**config.mk**
```make
export PLATFORM = sky130hd
export DESIGN_NAME = brace_token_lexer_unit
export DESIGN_NICKNAME = d
export VERILOG_FILES = /design/src/hdl/btl_pkg.sv /design/src/hdl/btl_step.sv /design/src/hdl/btl_outq.sv /design/src/hdl/brace_token_lexer_unit.sv
export SDC_FILE = /design/constraint.sdc
export NUM_CORES = 1
export LEC_CHECK = 0
export BUFFER_PORTS_ARGS = -buffer_cell sky130_fd_sc_hd__buf_2
export CORE_AREA = 2 2 93 95
export CTS_CLUSTER_DIAMETER = 100
export DETAILED_ROUTE_END_ITERATION = 6
export DIE_AREA = 0 0 95 97
export PLACE_DENSITY = 0.72
export RECOVER_POWER = 100
export SYNTH_ARGS = -nofsm -noshare
export SYNTH_HDL_FRONTEND = slang
export SYNTH_HIERARCHICAL = 1
export SYNTH_SLANG_ARGS = --single-unit
```
**constraint.sdc**
```tcl
create_clock -name aclk -period 4.49 [get_ports aclk]
set_input_delay 0.449 -clock aclk [delete_from_list [all_inputs] [get_ports aclk]]
set_output_delay 0.449 -clock aclk [all_outputs]
set_load 0.02 [all_outputs]
```
**src/hdl/btl_pkg.sv**
```systemverilog
// shared types, character codes and helpers for the brace token lexer
package btl_pkg;

    // lexer modes, one-hot
    typedef enum logic [7:0] {
        MODE_BETWEEN = 8'b0000_0001,
        MODE_SLASH   = 8'b0000_0010,
        MODE_LINE    = 8'b0000_0100,
        MODE_BLOCK   = 8'b0000_1000,
        MODE_BSTAR   = 8'b0001_0000,
        MODE_WORD    = 8'b0010_0000,
        MODE_STR     = 8'b0100_0000,
        MODE_ESC     = 8'b1000_0000
    } mode_t;

    // token kinds
    localparam logic [1:0] KIND_PUNCT = 2'd0;
    localparam logic [1:0] KIND_WORD  = 2'd1;
    localparam logic [1:0] KIND_STR   = 2'd2;

    // character codes
    localparam logic [7:0] CH_LBRACE = 8'h7B;
    localparam logic [7:0] CH_RBRACE = 8'h7D;
    localparam logic [7:0] CH_COMMA  = 8'h2C;
    localparam logic [7:0] CH_SLASH  = 8'h2F;
    localparam logic [7:0] CH_STAR   = 8'h2A;
    localparam logic [7:0] CH_QUOTE  = 8'h22;
    localparam logic [7:0] CH_BSLASH = 8'h5C;
    localparam logic [7:0] CH_LOWER_N = 8'h6E;
    localparam logic [7:0] CH_LOWER_T = 8'h74;
    localparam logic [7:0] CH_LF     = 8'h0A;
    localparam logic [7:0] CH_TAB    = 8'h09;
    localparam logic [7:0] CH_CR     = 8'h0D;
    localparam logic [7:0] CH_SPACE  = 8'h20;

    // result queue depth and the width of its fill count
    localparam int unsigned QUEUE_DEPTH = 3;
    localparam int unsigned QUEUE_CNT_W = $clog2(QUEUE_DEPTH + 1);

    // one result item
    typedef struct packed {
        logic [7:0] out_byte;
        logic       has_byte;
        logic [1:0] token_kind;
        logic       token_first;
        logic       token_close;
        logic       run_last;
    } res_t;

    // up to two results caused by one input item
    typedef struct packed {
        logic valid0;
        logic valid1;
        res_t res0;
        res_t res1;
    } res_pair_t;

    function automatic logic is_space(input logic [7:0] c);
        return (c == CH_SPACE) || (c == CH_TAB) || (c == CH_CR) || (c == CH_LF);
    endfunction

    function automatic logic is_punct(input logic [7:0] c);
        return (c == CH_LBRACE) || (c == CH_RBRACE) || (c == CH_COMMA);
    endfunction

    function automatic logic is_delim(input logic [7:0] c);
        return is_space(c) || is_punct(c) || (c == CH_QUOTE);
    endfunction

    // build a result; the byte reads zero on a pure close marker
    function automatic res_t mk_res(input logic [7:0] b, input logic has,
                                    input logic [1:0] kind, input logic first,
                                    input logic close);
        res_t r;
        r.out_byte    = has ? b : 8'h00;
        r.has_byte    = has;
        r.token_kind  = kind;
        r.token_first = first;
        r.token_close = close;
        r.run_last    = 1'b0;
        return r;
    endfunction

endpackage

```
**src/hdl/btl_step.sv**
```systemverilog
// next-mode and result logic for one source byte
module btl_step (
    input  logic [7:0]         in_byte,
    input  logic               end_of_input,
    input  btl_pkg::mode_t     mode,
    input  logic               str_empty,
    output btl_pkg::mode_t     mode_next,
    output logic               str_empty_next,
    output btl_pkg::res_pair_t results
);

    // token start from between tokens
    logic             st_emit;
    btl_pkg::res_t    st_res;
    btl_pkg::mode_t   st_mode;
    logic             st_empty_set;
    logic [7:0]       esc_byte;
    btl_pkg::mode_t   mode_work;
    logic             empty_work;
    btl_pkg::res_pair_t rp;

    // what a byte does when no token is open
    always_comb begin
        st_emit      = 1'b0;
        st_res       = btl_pkg::mk_res(in_byte, 1'b1, btl_pkg::KIND_WORD, 1'b1,
                                       end_of_input);
        st_mode      = btl_pkg::MODE_BETWEEN;
        st_empty_set = 1'b0;
        if (btl_pkg::is_space(in_byte)) begin
            st_emit = 1'b0;
        end else if (btl_pkg::is_punct(in_byte)) begin
            st_emit = 1'b1;
            st_res  = btl_pkg::mk_res(in_byte, 1'b1, btl_pkg::KIND_PUNCT, 1'b1, 1'b1);
        end else if (in_byte == btl_pkg::CH_QUOTE) begin
            st_mode      = btl_pkg::MODE_STR;
            st_empty_set = 1'b1;
            st_emit      = end_of_input;
            st_res       = btl_pkg::mk_res(8'h00, 1'b0, btl_pkg::KIND_STR, 1'b1, 1'b1);
        end else if (in_byte == btl_pkg::CH_SLASH) begin
            st_emit = end_of_input;
            st_res  = btl_pkg::mk_res(in_byte, 1'b1, btl_pkg::KIND_WORD, 1'b1, 1'b1);
            st_mode = end_of_input ? btl_pkg::MODE_BETWEEN : btl_pkg::MODE_SLASH;
        end else begin
            st_emit = 1'b1;
            st_mode = btl_pkg::MODE_WORD;
        end
    end

    // escape decoding
    always_comb begin
        if (in_byte == btl_pkg::CH_LOWER_N) begin
            esc_byte = btl_pkg::CH_LF;
        end else if (in_byte == btl_pkg::CH_LOWER_T) begin
            esc_byte = btl_pkg::CH_TAB;
        end else begin
            esc_byte = in_byte;
        end
    end

    // per-mode transition and results
    always_comb begin
        rp.valid0  = 1'b0;
        rp.valid1  = 1'b0;
        rp.res0    = st_res;
        rp.res1    = st_res;
        mode_work  = mode;
        empty_work = str_empty;
        case (mode)
            btl_pkg::MODE_BETWEEN: begin
                rp.valid0  = st_emit;
                mode_work  = st_mode;
                empty_work = st_empty_set ? 1'b1 : str_empty;
            end
            btl_pkg::MODE_SLASH: begin
                if (in_byte == btl_pkg::CH_SLASH) begin
                    mode_work = btl_pkg::MODE_LINE;
                end else if (in_byte == btl_pkg::CH_STAR) begin
                    mode_work = btl_pkg::MODE_BLOCK;
                end else if (btl_pkg::is_delim(in_byte)) begin
                    rp.valid0  = 1'b1;
                    rp.res0    = btl_pkg::mk_res(btl_pkg::CH_SLASH, 1'b1,
                                                 btl_pkg::KIND_WORD, 1'b1, 1'b1);
                    rp.valid1  = st_emit;
                    mode_work  = st_mode;
                    empty_work = st_empty_set ? 1'b1 : str_empty;
                end else begin
                    rp.valid0 = 1'b1;
                    rp.res0   = btl_pkg::mk_res(btl_pkg::CH_SLASH, 1'b1,
                                                btl_pkg::KIND_WORD, 1'b1, 1'b0);
                    rp.valid1 = 1'b1;
                    rp.res1   = btl_pkg::mk_res(in_byte, 1'b1, btl_pkg::KIND_WORD,
                                                1'b0, end_of_input);
                    mode_work = btl_pkg::MODE_WORD;
                end
            end
            btl_pkg::MODE_LINE: begin
                if (in_byte == btl_pkg::CH_LF) begin
                    mode_work = btl_pkg::MODE_BETWEEN;
                end
            end
            btl_pkg::MODE_BLOCK: begin
                if (in_byte == btl_pkg::CH_STAR) begin
                    mode_work = btl_pkg::MODE_BSTAR;
                end
            end
            btl_pkg::MODE_BSTAR: begin
                if (in_byte == btl_pkg::CH_SLASH) begin
                    mode_work = btl_pkg::MODE_BETWEEN;
                end else if (in_byte != btl_pkg::CH_STAR) begin
                    mode_work = btl_pkg::MODE_BLOCK;
                end
            end
            btl_pkg::MODE_WORD: begin
                rp.valid0 = 1'b1;
                if (btl_pkg::is_delim(in_byte)) begin
                    rp.res0    = btl_pkg::mk_res(8'h00, 1'b0, btl_pkg::KIND_WORD,
                                                 1'b0, 1'b1);
                    rp.valid1  = st_emit;
                    mode_work  = st_mode;
                    empty_work = st_empty_set ? 1'b1 : str_empty;
                end else begin
                    rp.res0 = btl_pkg::mk_res(in_byte, 1'b1, btl_pkg::KIND_WORD,
                                              1'b0, end_of_input);
                end
            end
            btl_pkg::MODE_STR: begin
                if (in_byte == btl_pkg::CH_QUOTE) begin
                    rp.valid0  = 1'b1;
                    rp.res0    = btl_pkg::mk_res(8'h00, 1'b0, btl_pkg::KIND_STR,
                                                 str_empty, 1'b1);
                    empty_work = 1'b0;
                    mode_work  = btl_pkg::MODE_BETWEEN;
                end else if ((in_byte == btl_pkg::CH_BSLASH) && !end_of_input) begin
                    mode_work = btl_pkg::MODE_ESC;
                end else begin
                    // a trailing backslash stays literal
                    rp.valid0  = 1'b1;
                    rp.res0    = btl_pkg::mk_res(in_byte, 1'b1, btl_pkg::KIND_STR,
                                                 str_empty, end_of_input);
                    empty_work = 1'b0;
                end
            end
            btl_pkg::MODE_ESC: begin
                rp.valid0  = 1'b1;
                rp.res0    = btl_pkg::mk_res(esc_byte, 1'b1, btl_pkg::KIND_STR,
                                             str_empty, end_of_input);
                empty_work = 1'b0;
                mode_work  = btl_pkg::MODE_STR;
            end
            default: begin
                mode_work  = btl_pkg::MODE_BETWEEN;
                empty_work = 1'b0;
            end
        endcase

        // mark the last result of this item
        rp.res0.run_last = !rp.valid1;
        rp.res1.run_last = 1'b1;
    end

    // end of input always returns to between tokens
    assign mode_next      = end_of_input ? btl_pkg::MODE_BETWEEN : mode_work;
    assign str_empty_next = end_of_input ? 1'b0 : empty_work;
    assign results        = rp;

endmodule

```
**src/hdl/btl_outq.sv**
```systemverilog
// three-entry result queue that takes up to two results per cycle
module btl_outq (
    input  logic               aclk,
    input  logic               aresetn,
    input  logic               push,
    input  btl_pkg::res_pair_t push_data,
    output logic               room,
    output logic               out_valid,
    input  logic               out_ready,
    output btl_pkg::res_t      out_data
);

    btl_pkg::res_t                   q_reg  [btl_pkg::QUEUE_DEPTH];
    btl_pkg::res_t                   q_next [btl_pkg::QUEUE_DEPTH];
    logic [btl_pkg::QUEUE_CNT_W-1:0] count_reg;
    logic [btl_pkg::QUEUE_CNT_W-1:0] count_next;
    logic [btl_pkg::QUEUE_CNT_W-1:0] base;
    logic                            pop;
    logic                            wr0;
    logic                            wr1;

    assign pop       = out_valid && out_ready;
    assign wr0       = push && push_data.valid0;
    assign wr1       = push && push_data.valid1;
    assign base      = count_reg - {{(btl_pkg::QUEUE_CNT_W-1){1'b0}}, pop};
    assign out_valid = (count_reg != '0);
    assign out_data  = q_reg[0];
    // room for two more results
    assign room      = (count_reg <= btl_pkg::QUEUE_CNT_W'(btl_pkg::QUEUE_DEPTH - 2));

    // shift out at the head, write behind the survivors
    always_comb begin
        for (int i = 0; i < btl_pkg::QUEUE_DEPTH; i++) begin
            q_next[i] = q_reg[i];
        end
        if (pop) begin
            for (int i = 0; i < btl_pkg::QUEUE_DEPTH - 1; i++) begin
                q_next[i] = q_reg[i + 1];
            end
        end
        for (int i = 0; i < btl_pkg::QUEUE_DEPTH; i++) begin
            if (wr0 && (base == btl_pkg::QUEUE_CNT_W'(i))) begin
                q_next[i] = push_data.res0;
            end
            if (wr1 && ((base + 1'b1) == btl_pkg::QUEUE_CNT_W'(i))) begin
                q_next[i] = push_data.res1;
            end
        end
        count_next = base + {{(btl_pkg::QUEUE_CNT_W-1){1'b0}}, wr0}
                          + {{(btl_pkg::QUEUE_CNT_W-1){1'b0}}, wr1};
    end

    // queue storage
    always_ff @(posedge aclk) begin
        for (int i = 0; i < btl_pkg::QUEUE_DEPTH; i++) begin
            q_reg[i] <= q_next[i];
        end
    end

    // fill count
    always_ff @(posedge aclk) begin
        if (!aresetn) begin
            count_reg <= '0;
        end else begin
            count_reg <= count_next;
        end
    end

endmodule

```
**src/hdl/brace_token_lexer_unit.sv**
```systemverilog
// top level of the brace token lexer: mode registers, step logic, result queue
//
// Streaming tokenizer for brace-structured text with C-style comments. One
// source byte enters per item on the s_ side (s_tlast marks the last byte of
// a text); the lexer mode is held in a register and the step logic decides
// the next mode and up to two results combinationally, in the same cycle
// that the byte is taken. Results are registered in a three-entry queue
// that feeds the m_ side; s_tready is high while the queue has room for two
// more results, so with the output side always ready the block takes one
// byte per cycle and stalls after a byte that gives two results (a word or a
// pending slash ended by a punctuation byte or by a quote that ends the text,
// or a slash followed by a word byte). Comments and whitespace produce
// nothing; m_tlast marks the last result caused by a byte.
module brace_token_lexer_unit (
    input  logic       aclk,
    input  logic       aresetn,
    // input item
    input  logic       s_tvalid,
    output logic       s_tready,
    input  logic [7:0] s_tdata,   // [7:0] in_byte
    input  logic       s_tlast,   // end_of_input
    // result item
    output logic       m_tvalid,
    input  logic       m_tready,
    output logic [7:0] m_tdata,   // [7:0] out_byte
    output logic [4:0] m_tuser,   // [0] has_byte, [2:1] token_kind, [3] token_first,
                                  // [4] token_close
    output logic       m_tlast    // run_last
);

    btl_pkg::mode_t     mode_reg;
    btl_pkg::mode_t     mode_next;
    logic               empty_reg;
    logic               empty_next;
    btl_pkg::res_pair_t results;
    btl_pkg::res_t      head;
    logic               accept;
    logic               room;

    assign s_tready = room;
    assign accept   = s_tvalid && room;

    // lexer step
    btl_step u_step (
        .in_byte        (s_tdata),
        .end_of_input   (s_tlast),
        .mode           (mode_reg),
        .str_empty      (empty_reg),
        .mode_next      (mode_next),
        .str_empty_next (empty_next),
        .results        (results)
    );

    // lexer state
    always_ff @(posedge aclk) begin
        if (!aresetn) begin
            mode_reg  <= btl_pkg::MODE_BETWEEN;
            empty_reg <= 1'b0;
        end else if (accept) begin
            mode_reg  <= mode_next;
            empty_reg <= empty_next;
        end
    end

    // result queue
    btl_outq u_outq (
        .aclk      (aclk),
        .aresetn   (aresetn),
        .push      (accept),
        .push_data (results),
        .room      (room),
        .out_valid (m_tvalid),
        .out_ready (m_tready),
        .out_data  (head)
    );

    // output packing
    assign m_tdata = head.out_byte;
    assign m_tuser = {head.token_close, head.token_first, head.token_kind, head.has_byte};
    assign m_tlast = head.run_last;

endmodule
```
==> results.json <==
{
  "portBuffers": 28,
  "cp_max_fo": 13,
  "worstPathArrival_ns": 3.89,
  "holdBufCountCts": 0,
  "netlist_instances": 432,
  "first_pass_iters": 7,
  "setup_violations": 0,
  "fin_ws_ns": 0.666,
  "fmax_mhz": 262,
  "areaGrowthSynthToFinish_pct": -0.592,
  "rows": 33,
  "cts_tree": "done",
  "post-route-util": 0.490,
  "place.gp.congestion": 0.913,
  "via_count": 3401,
  "die-area_um2": 9220,
  "start_util": 0.493,
  "path_cells": "or4_1, nor2_1, and3_1, a21oi_1, nor3_1, nand2_1, nor3_1, buf_4, mux2_1",
  "yosysTopAreaCellShare": 0.314,
  "overflow": 0,
  "cts_num_sinks": 53,
  "final.setup_skew_ns": 0.0135,
  "ant_nets": 0,
  "dieWidth_um": 95,
  "clkLatencyLatePin_ns": 0.31,
  "synth_edf_count": 42,
  "cts_buffers": 5,
  "synthFlopType": "edfxtp_1",
  "final_nets": 433,
  "clkTransAtPathRegs_ns": 0.10,
  "cpMostUsedCell": "nor3_1",
  "n_antenna_cell": 0,
  "synth_area_um2": 4010,
  "synth_xor_area_frac": 0.0168,
  "yosysWarnings": 6,
  "ys_seq_area_frac": 0.369,
  "cts_root_buffer": "clkbuf_8",
  "grt_pass1_wl_um": 16000,
  "finalSetupTns_ns": 0,
  "critPathKind": "flip-flop to flip-flop",
  "synth-adder-area-share": 0.00811,
  "largest_reg_flops": 42,
  "slew_violations": 0,
  "postCtsSetupBuffers": 0,
  "powerDensity_nw_per_um2": 506,
  "relSlewSlack": 0.369,
  "synth_mux_area_frac": 0.0511,
  "cp_slowest_cell": "nor3_1",
  "status": "completed",
  "finalCritPeriodShare": 0.852,
  "place_hpwl_um": 7080,
  "ys_types": 71,
  "ys_top_cells_by_count": "42 x edfxtp_1, 30 x o21ai_0, 26 x nor3_1, 25 x nand4_1, 22 x nand2_1",
  "synth.avg_cell_area_um2": 9.29,
  "wl_per_cell_um": 19.2,
  "finalCriticalPeriod_ns": 3.82,
  "synth_top_area_cell": "edfxtp_1",
  "die_h_um": 97,
  "p_leak_nw": 1.34,
  "synth_seq_cells": 53,
  "dp_slack_ns": 0.592,
  "antenna_found_initial": 0,
  "cp_num_buf_inv": 1,
  "ys_async_sr_fraction": 0,
  "grt_pass1_vias": 3225,
  "synthSimpleGateAreaFrac": 0.267,
  "clock_path_buffers": 2,
  "synth_compound_area_frac": 0.185,
  "wl_um": 10100,
  "grt_usage": 0.218,
  "mappedNetlistNets": 447,
  "core_area_um2": 8130,
  "max_stage_delay_ns": 0.68,
  "r2r_slack_ns": 0.67,
  "drtIter0Drc": 424,
  "cp-start-kind": "flip-flop",
  "pin_count": 29,
  "synth_top_family_by_area": "simple AND/OR/NAND/NOR gates",
  "total_power_mw": 2.02,
  "drive_gt1_frac": 0.117,
  "grt_max_degree": 33,
  "end_kind": "flip-flop",
  "ir_worst_vdd_v": 0.000163,
  "avgViaCountPerCell": 6.49,
  "tightest_slew_ns": 0.946,
  "rsz0062_at_grt": "no",
  "maxCapViolations": 0,
  "yosys-top-cells-area": "edfxtp_1 31%, dfxtp_1 5.5%, nand4_1 3.9%",
  "htreeDepth": 2,
  "cts_resized": 0,
  "required_ns": 4.56,
  "min_path_type": "input port to flip-flop",
  "critical-path-top-delay-family": "simple AND/OR/NAND/NOR gates",
  "hold_violations": 0,
  "drc": 0,
  "yosysMostFrequentCell": "edfxtp_1"
}
-- where the power goes --
group / switching [mW] / internal (mW) / leakage, nW / total, mW
registers: 0.0478 / 0.737 / 0.468 / 0.784
clock network: 0.166 / 0.164 / 0.0518 / 0.330
logic: 0.625 / 0.279 / 0.824 / 0.903
total: 0.838 / 1.18 / 1.34 / 2.02
-- stage by stage --
stage          cells  hold slack [ns]  cell area (um^2)
5_1_grt          524            0.495              3990
4_1_cts          524            0.472              4080
2_1_floorplan    432            0.440              4010
3_3_place_gp     516            0.483              3970
6_report         524            0.481              3990
3_5_place_dp     516            0.497              3970
-- final timing paths --
path / endpoint / startpoint / cells after the start
worst max-delay path: u_outq/q_reg[0][35] / mode_reg[2] / 9
worst min-delay path: mode_reg[0] / aresetn / 2
worst max register to register: u_outq/q_reg[0][35] / mode_reg[2] / 9
worst min register to register: empty_reg / empty_reg / 2
-- placed cells by master, fill, tap and decap left out, types with 14 or more instances in the layout --
cell type   n
a21oi_1    14
edfxtp_1   42
nor2_1     18
a31oi_1    19
clkbuf_1   18
o21ai_0    35
and3_1     20
nand2_1    23
nor3_1     27
nand4_1    25
a221o_1    15
-- cells by family (layout without fill, tap and decap cells) --
kind of cell | count (synthesis) | in the layout
multiplexers | 15 | 15
buffers and inverters | 66 | 53
AO/OA/AOI/OAI | 108 | 108
flip-flops | 53 | 53
AND/OR/NAND/NOR | 181 | 181
XOR/XNOR | 6 | 6
other | 1 | 1
adder cells (fa/ha/maj) | 2 | 2
-- final cells by class --
cell class,instances,area (um^2)
repair buffers,37,183
flip-flops and latches,53,1480
fillers,798,4150
multi-input cells,313,2050
clock buffers,5,68.8
well taps,105,131
clock inverters,3,41.3
inverters,8,30.0
-- layer usage --
metal / vias to the layer above / GRT usage / wire length (um)
li1: 1592 / - / -
met1: 1647 / 0.286 / 4220
met2: 146 / 0.364 / 4990
met3: 16 / 0.0358 / 721
met4: 0 / 0.0658 / 136
met5: - / 0 / 0
Power figures use the tool's default switching activity.
